===== src/design/i2c_rtm_pkg.sv =====
// Shared types and constants of the I2C register-transaction master.
package i2c_rtm_pkg;

    localparam int MAX_BURST = 8;
    localparam int BUF_AW    = $clog2(MAX_BURST);
    localparam int CNT_W     = $clog2(MAX_BURST + 1);

    localparam logic [1:0] OP_TICK  = 2'd0;
    localparam logic [1:0] OP_LOAD  = 2'd1;
    localparam logic [1:0] OP_BEGW  = 2'd2;
    localparam logic [1:0] OP_BEGR  = 2'd3;

    localparam logic CFG_DEV_ADDR  = 1'b0;
    localparam logic CFG_ACK_POLLS = 1'b1;

    localparam logic [6:0] DEV_ADDR_RST  = 7'd50;
    localparam logic [3:0] ACK_POLLS_RST = 4'd3;

    // Input beat: op, register_address, byte_count, write_data, sda_in
    localparam int IN_W  = 23;
    localparam int IN_TW = 24;
    // Output beat tdata: scl, sda_out, busy_res, read_data, read_valid,
    // done_res, nack_error
    localparam int OUT_TW = 16;

    typedef struct packed {
        logic [1:0] op;
        logic [7:0] reg_addr;
        logic [3:0] byte_count;
        logic [7:0] write_data;
        logic       sda_in;
    } item_t;

    typedef struct packed {
        logic       scl;
        logic       sda_out;
        logic       busy;
        logic [7:0] read_data;
        logic       read_valid;
        logic       last;
        logic       done;
        logic       nack_error;
    } result_t;

    typedef enum logic [9:0] {
        ST_IDLE       = 10'b00_0000_0001,
        ST_START      = 10'b00_0000_0010,
        ST_ADDR_W     = 10'b00_0000_0100,
        ST_REG        = 10'b00_0000_1000,
        ST_WDATA      = 10'b00_0001_0000,
        ST_RESTART    = 10'b00_0010_0000,
        ST_ADDR_R     = 10'b00_0100_0000,
        ST_RDATA      = 10'b00_1000_0000,
        ST_STOP       = 10'b01_0000_0000,
        ST_STOP_ABORT = 10'b10_0000_0000
    } stage_t;

endpackage


===== src/design/i2c_rtm_fifo.sv =====
// Two-entry queue between the front and the back of the master.
module i2c_rtm_fifo (
    input  logic                  aclk,
    input  logic                  aresetn,
    input  logic                  wr_valid,
    output logic                  wr_ready,
    input  i2c_rtm_pkg::item_t    wr_item,
    output logic                  rd_valid,
    input  logic                  rd_ready,
    output i2c_rtm_pkg::item_t    rd_item
);
    i2c_rtm_pkg::item_t mem_reg [2];
    logic       wp_reg, wp_next, rp_reg, rp_next;
    logic [1:0] cnt_reg, cnt_next;
    logic       push, pop;

    assign wr_ready = (cnt_reg != 2'd2);
    assign rd_valid = (cnt_reg != 2'd0);
    assign rd_item  = mem_reg[rp_reg];
    assign push = wr_valid && wr_ready;
    assign pop  = rd_valid && rd_ready;

    always_comb begin
        wp_next  = wp_reg ^ push;
        rp_next  = rp_reg ^ pop;
        cnt_next = cnt_reg + {1'b0, push} - {1'b0, pop};
    end

    always_ff @(posedge aclk) begin
        if (!aresetn) begin
            wp_reg  <= 1'b0;
            rp_reg  <= 1'b0;
            cnt_reg <= 2'd0;
        end else begin
            wp_reg  <= wp_next;
            rp_reg  <= rp_next;
            cnt_reg <= cnt_next;
        end
        if (push) begin
            mem_reg[wp_reg] <= wr_item;
        end
    end

`ifndef ASSERT_OFF
    a_no_overflow: assert property (@(posedge aclk) disable iff (!aresetn)
        cnt_reg == 2'd2 |-> !push) else $error("queue overflow");
    a_count: assert property (@(posedge aclk) disable iff (!aresetn)
        cnt_reg != 2'd3) else $error("bad queue count");
    a_empty_ptr: assert property (@(posedge aclk) disable iff (!aresetn)
        cnt_reg == 2'd0 |-> wp_reg == rp_reg) else $error("pointer mismatch");
`endif
endmodule


===== src/design/i2c_rtm_seq.sv =====
// Bus sequencer: runs one queued item per cycle while out_ready does not stall it; registers each result.
module i2c_rtm_seq (
    input  logic                  aclk,
    input  logic                  aresetn,
    input  logic [6:0]            dev_addr,
    input  logic [3:0]            ack_polls,
    input  logic                  in_valid,
    output logic                  in_ready,
    input  i2c_rtm_pkg::item_t    in_item,
    output logic                  out_valid,
    input  logic                  out_ready,
    output i2c_rtm_pkg::result_t  out_res
);
    localparam int AW = i2c_rtm_pkg::BUF_AW;
    localparam int CW = i2c_rtm_pkg::CNT_W;

    i2c_rtm_pkg::stage_t stage_reg, stage_next;
    logic [1:0]  q_reg, q_next;
    logic [3:0]  bit_reg, bit_next;
    logic [7:0]  sh_reg, sh_next;
    logic [CW-1:0] bidx_reg, bidx_next, blen_reg, blen_next, lcnt_reg, lcnt_next;
    logic [7:0]  hreg_reg, hreg_next;
    logic        rd_reg, rd_next;
    logic [3:0]  poll_reg, poll_next;
    logic        scl_reg, scl_next, sda_reg, sda_next;
    logic [7:0]  wbuf [i2c_rtm_pkg::MAX_BURST];
    logic        ovalid_reg;
    i2c_rtm_pkg::result_t ores_reg, res;
    logic        take, wr_en, adv;
    logic [AW-1:0] wr_idx;
    logic [3:0]  lim, cnt_c;
    logic [CW-1:0] bidx_inc;

    assign in_ready  = !ovalid_reg || out_ready;
    assign take      = in_valid && in_ready;
    assign out_valid = ovalid_reg;
    assign out_res   = ores_reg;
    assign wr_idx    = lcnt_reg[AW-1:0];
    assign bidx_inc  = bidx_reg + CW'(1);

    always_comb begin
        stage_next = stage_reg; q_next = q_reg; bit_next = bit_reg;
        sh_next = sh_reg; bidx_next = bidx_reg; blen_next = blen_reg;
        lcnt_next = lcnt_reg; hreg_next = hreg_reg; rd_next = rd_reg;
        poll_next = poll_reg; scl_next = scl_reg; sda_next = sda_reg;
        wr_en = 1'b0; adv = 1'b1;
        res = '0;
        lim = (ack_polls == 4'd0) ? 4'd1 : ack_polls;
        cnt_c = in_item.byte_count;
        if (cnt_c == 4'd0) cnt_c = 4'd1;
        if (cnt_c > 4'(i2c_rtm_pkg::MAX_BURST)) cnt_c = 4'(i2c_rtm_pkg::MAX_BURST);
        case (in_item.op)
            i2c_rtm_pkg::OP_TICK: begin
                if (stage_reg == i2c_rtm_pkg::ST_IDLE) begin
                    scl_next = 1'b1; sda_next = 1'b1;
                end else begin
                    scl_next = q_reg[1];
                    sda_next = 1'b1;
                    case (stage_reg)
                        i2c_rtm_pkg::ST_START, i2c_rtm_pkg::ST_RESTART: begin
                            scl_next = (q_reg == 2'd1) || (q_reg == 2'd2);
                            sda_next = !q_reg[1];
                            if (q_reg == 2'd3) begin
                                adv = 1'b0; q_next = 2'd0; bit_next = 4'd0;
                                if (stage_reg == i2c_rtm_pkg::ST_START) begin
                                    stage_next = i2c_rtm_pkg::ST_ADDR_W;
                                    sh_next = {dev_addr, 1'b0};
                                end else begin
                                    stage_next = i2c_rtm_pkg::ST_ADDR_R;
                                    sh_next = {dev_addr, 1'b1};
                                end
                            end
                        end
                        i2c_rtm_pkg::ST_ADDR_W, i2c_rtm_pkg::ST_REG,
                        i2c_rtm_pkg::ST_WDATA, i2c_rtm_pkg::ST_ADDR_R: begin
                            if (!bit_reg[3]) begin
                                sda_next = sh_reg[7];
                                if (q_reg == 2'd3) begin
                                    sh_next = {sh_reg[6:0], 1'b0};
                                    bit_next = bit_reg + 4'd1;
                                end
                            end else if (q_reg == 2'd0) begin
                                poll_next = 4'd0;
                            end else if (q_reg == 2'd2) begin
                                if (in_item.sda_in) begin
                                    poll_next = poll_reg + 4'd1;
                                    adv = 1'b0;
                                    if (poll_next >= lim) begin
                                        stage_next = i2c_rtm_pkg::ST_STOP_ABORT;
                                        q_next = 2'd0;
                                    end
                                end
                            end else if (q_reg == 2'd3) begin
                                adv = 1'b0; q_next = 2'd0; bit_next = 4'd0;
                                case (stage_reg)
                                    i2c_rtm_pkg::ST_ADDR_W: begin
                                        stage_next = i2c_rtm_pkg::ST_REG;
                                        sh_next = hreg_reg;
                                    end
                                    i2c_rtm_pkg::ST_REG: begin
                                        if (rd_reg) begin
                                            stage_next = i2c_rtm_pkg::ST_RESTART;
                                            bit_next = bit_reg;
                                        end else begin
                                            bidx_next = '0;
                                            stage_next = i2c_rtm_pkg::ST_WDATA;
                                            sh_next = wbuf[0];
                                        end
                                    end
                                    i2c_rtm_pkg::ST_WDATA: begin
                                        bidx_next = bidx_inc;
                                        if (bidx_inc >= blen_reg) begin
                                            stage_next = i2c_rtm_pkg::ST_STOP;
                                            bit_next = bit_reg;
                                        end else begin
                                            sh_next = wbuf[bidx_inc[AW-1:0]];
                                        end
                                    end
                                    default: begin
                                        bidx_next = '0;
                                        stage_next = i2c_rtm_pkg::ST_RDATA;
                                        sh_next = 8'd0;
                                    end
                                endcase
                            end
                        end
                        i2c_rtm_pkg::ST_RDATA: begin
                            if (!bit_reg[3]) begin
                                if (q_reg == 2'd2)
                                    sh_next = {sh_reg[6:0], in_item.sda_in};
                                else if (q_reg == 2'd3)
                                    bit_next = bit_reg + 4'd1;
                            end else begin
                                sda_next = (bidx_inc >= blen_reg);
                                if (q_reg == 2'd0) begin
                                    res.read_valid = 1'b1;
                                    res.read_data = sh_reg;
                                    res.last = (bidx_inc >= blen_reg);
                                end else if (q_reg == 2'd3) begin
                                    adv = 1'b0; q_next = 2'd0;
                                    bidx_next = bidx_inc;
                                    if (bidx_inc >= blen_reg) begin
                                        stage_next = i2c_rtm_pkg::ST_STOP;
                                    end else begin
                                        bit_next = 4'd0; sh_next = 8'd0;
                                    end
                                end
                            end
                        end
                        i2c_rtm_pkg::ST_STOP, i2c_rtm_pkg::ST_STOP_ABORT: begin
                            scl_next = (q_reg != 2'd0);
                            sda_next = q_reg[1];
                            if (q_reg[1]) begin
                                res.done = 1'b1;
                                res.nack_error = (stage_reg == i2c_rtm_pkg::ST_STOP_ABORT);
                                stage_next = i2c_rtm_pkg::ST_IDLE;
                                q_next = 2'd0; bit_next = 4'd0; lcnt_next = '0;
                                adv = 1'b0;
                            end
                        end
                        default: begin
                            stage_next = i2c_rtm_pkg::ST_IDLE; q_next = 2'd0;
                            scl_next = 1'b1; sda_next = 1'b1; adv = 1'b0;
                        end
                    endcase
                    if (adv) q_next = q_reg + 2'd1;
                end
            end
            i2c_rtm_pkg::OP_LOAD: begin
                if (stage_reg == i2c_rtm_pkg::ST_IDLE &&
                    lcnt_reg < CW'(i2c_rtm_pkg::MAX_BURST)) begin
                    wr_en = 1'b1;
                    lcnt_next = lcnt_reg + CW'(1);
                end
            end
            default: begin
                if (stage_reg == i2c_rtm_pkg::ST_IDLE) begin
                    blen_next = CW'(cnt_c);
                    hreg_next = in_item.reg_addr;
                    rd_next = (in_item.op == i2c_rtm_pkg::OP_BEGR);
                    bidx_next = '0; bit_next = 4'd0; poll_next = 4'd0; q_next = 2'd0;
                    stage_next = i2c_rtm_pkg::ST_START;
                end
            end
        endcase
        res.scl = scl_next;
        res.sda_out = sda_next;
        res.busy = (stage_next != i2c_rtm_pkg::ST_IDLE);
    end

    always_ff @(posedge aclk) begin
        if (!aresetn) begin
            stage_reg <= i2c_rtm_pkg::ST_IDLE;
            q_reg <= '0; bit_reg <= '0; sh_reg <= '0; bidx_reg <= '0;
            blen_reg <= '0; lcnt_reg <= '0; hreg_reg <= '0; rd_reg <= 1'b0;
            poll_reg <= '0; scl_reg <= 1'b1; sda_reg <= 1'b1;
            ovalid_reg <= 1'b0;
        end else begin
            if (take) begin
                stage_reg <= stage_next; q_reg <= q_next; bit_reg <= bit_next;
                sh_reg <= sh_next; bidx_reg <= bidx_next; blen_reg <= blen_next;
                lcnt_reg <= lcnt_next; hreg_reg <= hreg_next; rd_reg <= rd_next;
                poll_reg <= poll_next; scl_reg <= scl_next; sda_reg <= sda_next;
            end
            if (take) ovalid_reg <= 1'b1;
            else if (out_ready) ovalid_reg <= 1'b0;
        end
        if (take) ores_reg <= res;
        if (take && wr_en) wbuf[wr_idx] <= in_item.write_data;
    end

`ifndef ASSERT_OFF
    a_done_idle: assert property (@(posedge aclk) disable iff (!aresetn)
        take && res.done |=> stage_reg == i2c_rtm_pkg::ST_IDLE)
        else $error("done without idle");
    a_err_done: assert property (@(posedge aclk) disable iff (!aresetn)
        ovalid_reg && ores_reg.nack_error |-> ores_reg.done)
        else $error("error without done");
    a_lcnt: assert property (@(posedge aclk) disable iff (!aresetn)
        lcnt_reg <= CW'(i2c_rtm_pkg::MAX_BURST)) else $error("load count overrun");
    a_hold: assert property (@(posedge aclk) disable iff (!aresetn)
        ovalid_reg && !out_ready |=> $stable(ores_reg)) else $error("result lost");
`endif
endmodule


===== src/design/i2c_register_transaction_master_core.sv =====
// Top level of the I2C register-transaction master.
//
//  channel | ports                          | beat
//  --------+--------------------------------+----------------------------------
//  s_      | s_tvalid s_tready s_tdata      | one op (tick, load, begin)
//  m_      | m_tvalid m_tready m_tdata m_tlast | one result per input beat
//  cfg     | cfg_valid cfg_ready cfg_index cfg_data | register write
//
// One input beat per cycle sustained while m_ is not stalled; every beat
// yields exactly one result. The beat enters a two-entry queue, then the
// sequencer runs it and holds its result in an output register until taken.
// Stalls on m_ back up through the queue to s_tready.
// aresetn (synchronous, active low) idles the bus with both lines released.
module i2c_register_transaction_master_core (
    input  logic        aclk,
    input  logic        aresetn,
    input  logic        s_tvalid,
    output logic        s_tready,
    // [1:0] op, [9:2] register_address, [13:10] byte_count,
    // [21:14] write_data, [22] sda_in, [23] zero
    input  logic [23:0] s_tdata,
    output logic        m_tvalid,
    input  logic        m_tready,
    // [0] scl, [1] sda_out, [2] busy_res, [10:3] read_data, [11] read_valid,
    // [12] done_res, [13] nack_error, [15:14] zero
    output logic [15:0] m_tdata,
    output logic        m_tlast,
    input  logic        cfg_valid,
    output logic        cfg_ready,
    input  logic        cfg_index,
    input  logic [6:0]  cfg_data
);
    i2c_rtm_pkg::item_t   s_item, q_item;
    i2c_rtm_pkg::result_t res;
    logic       q_valid, q_ready;
    logic [6:0] dev_addr_reg;
    logic [3:0] polls_reg;

    assign s_item.op         = s_tdata[1:0];
    assign s_item.reg_addr   = s_tdata[9:2];
    assign s_item.byte_count = s_tdata[13:10];
    assign s_item.write_data = s_tdata[21:14];
    assign s_item.sda_in     = s_tdata[22];

    assign cfg_ready = 1'b1;
    always_ff @(posedge aclk) begin
        if (!aresetn) begin
            dev_addr_reg <= i2c_rtm_pkg::DEV_ADDR_RST;
            polls_reg    <= i2c_rtm_pkg::ACK_POLLS_RST;
        end else if (cfg_valid) begin
            case (cfg_index)
                i2c_rtm_pkg::CFG_DEV_ADDR:  dev_addr_reg <= cfg_data;
                i2c_rtm_pkg::CFG_ACK_POLLS: polls_reg    <= cfg_data[3:0];
                default: ;
            endcase
        end
    end

    i2c_rtm_fifo u_fifo (
        .aclk, .aresetn,
        .wr_valid(s_tvalid), .wr_ready(s_tready), .wr_item(s_item),
        .rd_valid(q_valid), .rd_ready(q_ready), .rd_item(q_item)
    );

    i2c_rtm_seq u_seq (
        .aclk, .aresetn,
        .dev_addr(dev_addr_reg), .ack_polls(polls_reg),
        .in_valid(q_valid), .in_ready(q_ready), .in_item(q_item),
        .out_valid(m_tvalid), .out_ready(m_tready), .out_res(res)
    );

    assign m_tdata = {2'b00, res.nack_error, res.done, res.read_valid,
                      res.read_data, res.busy, res.sda_out, res.scl};
    assign m_tlast = res.last;
endmodule

===== config.mk =====
export PLATFORM = sky130hd
export DESIGN_NAME = i2c_register_transaction_master_core
export DESIGN_NICKNAME = d
export VERILOG_FILES = /design/src/design/i2c_rtm_pkg.sv /design/src/design/i2c_rtm_fifo.sv /design/src/design/i2c_rtm_seq.sv /design/src/design/i2c_register_transaction_master_core.sv
export SDC_FILE = /design/constraint.sdc
export NUM_CORES = 1
export LEC_CHECK = 0
export BUFFER_PORTS_ARGS = -buffer_cell sky130_fd_sc_hd__buf_2
export CORE_ASPECT_RATIO = 0.6
export CORE_UTILIZATION = 41
export DETAILED_ROUTE_END_ITERATION = 16
export GPL_TIMING_DRIVEN = 1
export PLACE_DENSITY = 0.65
export RECOVER_POWER = 25
export SYNTH_ARGS = -nofsm -noshare
export SYNTH_HDL_FRONTEND = slang
export SYNTH_SLANG_ARGS = --single-unit
export TNS_END_PERCENT = 100

===== constraint.sdc =====
create_clock -name aclk -period 4.05 [get_ports aclk]
set_clock_uncertainty 0.15 [all_clocks]
set_input_delay 0.81 -clock aclk [delete_from_list [all_inputs] [get_ports aclk]]
set_output_delay 0.81 -clock aclk [all_outputs]
set_load 0.01 [all_outputs]

After elaboration in Yosys (flattened, before gate mapping)

Memories as Yosys holds them, arrays and structs flattened. A register that Yosys moved wholly into a read port is not among the register bits.
Cells that the tools add are included.

Flip-flop bits (word level): 82
Bits in latches: 0
RAM bits: 110
Memory bits (read-only): 0
Output and inout port bits: 20
Logic and storage cells: 276
Memories: 2

$add $sub $neg: 7
Multipliers: 0
Divide/modulo/power cells: 0
$lt $le $gt $ge: 4
Eq/ne operators: 59
Shift-type cells: 0
Muxes and demuxes: 123
Bitwise gates (word level): 12
Reductions and logical operators: 41

Memories:

| memory         | depth | bits a word | read ports | clocked after Yosys merged registers in | wr ports | RTL line           | source |
|---|---|---|---|---|---|---|---|
| u_seq.wbuf     | 8     | 8           | 2          | 0                                       | 1        | i2c_rtm_seq.sv:26  | `logic [7:0] wbuf [i2c_rtm_pkg::MAX_BURST];` |
| u_fifo.mem_reg | 2     | 23          | 1          | 1                                       | 1        | i2c_rtm_fifo.sv:12 | `i2c_rtm_pkg::item_t mem_reg [2];` |

Operators with widths:

| kind                   | number |
|---|---|
| $mux W4                | 36 |
| $mux W10               | 14 |
| $mux W8                | 13 |
| $pmux W4 S2            | 6 |
| $pmux W8 S3            | 2 |
| $reduce_and A14 Y1     | 3 |
| $pmux W10 S4           | 1 |
| $ne A4 B4 Y1 const B   | 8 |
| $pmux W10 S3           | 1 |
| $mux W1                | 27 |
| $mux W2                | 13 |
| $ne A3 B2 Y1 const B   | 8 |
| $pmux W10 S2           | 1 |
| $ne A3 B3 Y1 const B   | 6 |
| $add A4 B1 Y4 const B  | 4 |
| $pmux W4 S4            | 1 |
| $ne A4 B2 Y1 const B   | 3 |
| $ne A4 B3 Y1 const B   | 3 |
| $pmux W4 S3            | 1 |
| $reduce_bool A2 Y1     | 6 |
| $reduce_or A4 Y1       | 3 |
| $reduce_and A11 Y1     | 1 |
| $eq A10 B1 Y1 const B  | 1 |
| $eq A10 B10 Y1 const B | 1 |
| 46 further kinds       | 83 |

Logic depth before layout (Yosys ltp)

Depth in word-level cells: 12
Gate-level depth with buffers: 14
Mapped depth without buffers: 11

Hierarchy

Synthesis repeated with hierarchy kept, for this count alone.

Cell total of the unflattened synthesis: 839
Area total of the unflattened synthesis: 9510.4 um2

By module, submodules not included:

| module                               | instances | cells an instance | area an instance (um2) |
|---|---|---|---|
| i2c_rtm_seq                          | 1         | 687               | 7118.1 |
| i2c_rtm_fifo                         | 1         | 100               | 1919.3 |
| i2c_register_transaction_master_core | 1         | 52                | 473.0 |

Least setup slack after synthesis

OpenSTA, ideal clock, no wires.

Path type: register to register
From: register u_seq.bidx_reg[0]
To: register u_seq.sh_reg[0]
Arrival: 3.581 ns
Data required time: 3.778 ns
Setup slack: 0.197 ns
Stages on the path, launching flop included: 11
Cells stage by stage: dfxtp_1 -> clkbuf_1 -> clkbuf_1 -> nand3_1 -> xnor2_1 -> ha_1 -> a2111oi_1 -> nor2_1 -> o221ai_1 -> o2111ai_2 -> o311a_1

Word-level cells in the longest chain between the ends: 9
Elaborated cells between the ends (all ways): 13
Classes of those cells: add/sub: 1; order compare: 1; eq/ne: 2; mux: 7; reduce/logical: 1; memory: 1

RTL lines:

| element                | RTL line           | source |
|---|---|---|
| from (decl)            | i2c_rtm_seq.sv:21  | `logic [CW-1:0] bidx_reg, bidx_next, blen_reg, blen_next, lcnt_reg, lcnt_next;` |
| from (signal assigned) | i2c_rtm_seq.sv:201 | `sh_reg <= sh_next; bidx_reg <= bidx_next; blen_reg <= blen_next;` |
| $add A4 B1 Y4 *        | i2c_rtm_seq.sv:39  | `assign bidx_inc = bidx_reg + CW'(1);` |
| $mem_v2 Z8 W8          | -                  |  |
| $mux W8                | i2c_rtm_seq.sv:112 | `if (bidx_inc >= blen_reg) begin` |
| $pmux W8 S3            | i2c_rtm_seq.sv:95  | `case (stage_reg)` |
| $mux W8                | i2c_rtm_seq.sv:93  | `end else if (q_reg == 2'd3) begin` |
| $mux W8                | i2c_rtm_seq.sv:84  | `end else if (q_reg == 2'd2) begin` |
| $mux W8                | i2c_rtm_seq.sv:82  | `end else if (q_reg == 2'd0) begin` |
| $mux W8                | i2c_rtm_seq.sv:76  | `if (!bit_reg[3]) begin` |
| $pmux W8 S3            | i2c_rtm_seq.sv:59  | `case (stage_reg)` |
| to (signal assigned)   | i2c_rtm_seq.sv:201 |  |
| to (decl)              | i2c_rtm_seq.sv:20  | `logic [7:0] sh_reg, sh_next;` |

Mark *: on every way between the ends. The rest lies on a longest branch, timed or not. The select of a mux whose other input is x is not followed.
A chain may end at the register's enable or synchronous reset.

==> summary.txt <==
Worst EP arrival: 3.58 ns
FF-to-FF path depth: 11
detailed-route vias per instance: 5.845
Worst Hold Depth: 2
CP Cell Sequence: ha_1 -> xor2_1 -> ha_1 -> a2111oi_0 -> buf_4 -> o31ai_1 -> a21oi_1 -> nor4_1 -> nor3_1 -> o21ai_0 -> nand3_1
Hold Vio Cnt, Final: 0
Max Cap Viol: 1
CTS Sinks: 193
post-DP HPWL: 17060 microns
crit-path max FO: 4
CTS Root Cell: clkbuf_16
Buf/Inv on CP: 1
startpoint of the worst hold path: polls_reg[2]
most common cell after layout, fill and taps aside: edfxtp_1
hold path endpoint: polls_reg[2]
CP Launch Type: flip-flop
HP Class: reg2reg
Area growth syn-to-layout: 14.97%
Top Ports: 57
R2R Setup Slk: 0.50 ns
critical path class: reg2reg
pins over their slew limit: 24
first drt pass iteration count: 5
GRT Util Overall: 22.04%
DR WL/cell: 20.68 microns
Tightest Pin Transition: 1.520 ns
final RePlAce weighted congestion: 1.002
vias in the first global route: 6136
fillers: 1912
via count: 6728
Crit path max-delay family: compound AO/OA/AOI/OAI gates
Final Cycle Share: 87.63%
VDD IR max: 0.3062 mV
Peak Freq: 281.8 MHz
number of synthesized flops with an enable pin: 125
endpoint type of the worst setup path: flip-flop
initial antenna violation count: 0
asr flop ratio synth: 0%
core area: 0.02134 sq mm
post-synthesis sequential area ratio: 56.46%
Yosys warnings: 0
Max-slew headroom: -1.329%
fin crit period: 3.549 ns
Num CTS Buffers: 17
Layout Nets: 920
power per cell area: 544.6 mW/mm^2
number of H-tree levels: 4
commonest cells after routing, fill and taps aside: edfxtp_1, nor2_1, dfxtp_1
DRC errors left: 0
CTS clock-pin slew for the worst setup and hold paths: 0.08 ns
num rows: 41
ANT cells: 0
leakage power: 3.771 nW
Post-Place Cells: 1119
Die W: 193.9 microns
number of distinct library cells after synthesis: 73
Worst R2R Start: u_seq.poll_reg[0]
final cell count without fillers: 1151
reg2reg end: u_seq.out_res[12]
status: complete, but fails checks
largest net degree at the start of global routing: 50
DR iter-0 viols: 823
Post-CTS Setup Bufs: 0
final WL: 23810 microns
Required @ worst endpoint: 4.08 ns
CTS resizes: 0
Post-synth top flop: edfxtp_1
Largest register FFs: 64
Initial Util: 42.45%
CP max-delay cell: o31ai_1
Clock Latency Late Sink: 0.44 ns
post-route ant nets: 0
CP max stage delay: 0.60 ns
Mapped Area: 0.009060 sq mm
share of cells above drive strength 1: 18.58%
RSZ-0062 raised after global routing: no
Longest Clk Path Bufs: 2
Port Buf Inserts: 52
first-pass GRT wire length: 36800 microns
final setup violating endpoints: 0
Synth Register Bits: 193
final global-route overflow total: 0
failing checks: max-capacitance violations, max-slew violations
DIE AREA: 0.02272 sq mm
crit-path most repeated cell: ha_1
Gate Count Post-Synth: 780
TNS Setup: 0 ns
hold buffer count at cts: 0
height of the die: 117.1 microns
CTS tree: built
Syn Area/Cell: 11.62 sq um
==> kinds of logic (layout without fill, tap and decap cells) <==
kind of cell | after synthesis | after routing | share of synthesized area (%)
AND/OR/NAND/NOR | 275 | 275 | 15.34
buffers and inverters | 62 | 153 | 2.831
flip-flops | 193 | 193 | 56.46
adder cells (fa/ha/maj) | 24 | 24 | 3.314
multiplexers | 60 | 60 | 8.991
other | 2 | 3 | 0.08289
XOR/XNOR | 11 | 11 | 1.063
AO/OA/AOI/OAI | 153 | 153 | 11.92
==> layout make-up <==
type                    instances  area (sq um)  share of cell area [%]
repair buffers                 99         590.6                   5.670
clock buffers                  17         425.4                   4.084
flip-flops and latches        193          5115                   49.11
inverters                      22         82.58                  0.7928
well taps                     279         349.1                   3.351
multi-input cells             526          3692                   35.45
clock inverters                15         161.4                   1.550
==> tightest hold or removal path, cell delays in order (launching register included) <==
cell	delay [ns]
dfxtp_1	0.31
nand2_1	0.05
a21oi_1	0.05
==> synthesized netlist by cell type (10+ instances only) <==
master    instances  area, sq um
mux2_2           11        123.9
a21oi_1          40        200.2
o21ai_0          27        135.1
and2_1           12        75.07
inv_1            22        82.58
edfxtp_1        125         3754
nand2b_1         10        62.56
dfxtp_1          68         1361
nand2_1          60        225.2
nand3_1          30        150.1
ha_1             24        300.3
mux2i_1          33        330.3
a211oi_1         16        120.1
nor2_1           91        341.6
nor3_1           15        75.07
nand4_1          11        68.82
clkbuf_1         25        93.84
mux4_2           16        360.4
==> how the worst max path moves through the flow <==
stage | startpoint | endpoint | slack (ns) | depth (start not counted)
floorplan | u_seq.bidx_reg[0] | u_seq.sh_reg[0] | 0.20 | 10
global route | u_seq.poll_reg[0] | u_seq.out_res[12] | 0.28 | 11
finish | u_seq.poll_reg[0] | u_seq.out_res[12] | 0.50 | 11
global placement | m_tready | u_seq.bidx_reg[2] | 0.69 | 8
detailed placement | m_tready | u_seq.bidx_reg[2] | 0.64 | 8
CTS | u_seq.poll_reg[0] | u_seq.out_res[12] | 0.67 | 11
==> power breakdown <==
part	total, mW	internal [mW]	leakage (nW)	switching [mW]
Sequential	2.56	2.41	1.71	0.148
Clock	1.68	0.878	0.289	0.807
Combinational	1.43	0.499	1.77	0.928
==> per-stage QoR <==
step                power, mW  cell area, sq um  worst slack [ns]  util, %  hold WS (ns)
floorplan               3.448              9064            0.1969        -        0.2863
global placement        3.982              9852            0.6852    46.17        0.2973
detailed placement      3.999              9852            0.6406    46.17        0.3006
CTS                     5.689             10440            0.6650    48.92        0.3099
global route            5.952             10420            0.2802    48.81        0.3346
finish                  5.673             10420            0.5011    48.81        0.3111
==> routing by layer <==
layer	global-route usage [%]	routed length, microns	vias to the layer above	share of wire [%]
met3	6.762	2490	19	10
met4	4.921	195	0	0.82
met2	28.04	8820	319	37
met5	0	0	-	0
met1	35.29	12300	3282	52
li1	-	-	3108	-
No activity file was read; power rests on OpenSTA's default activity.
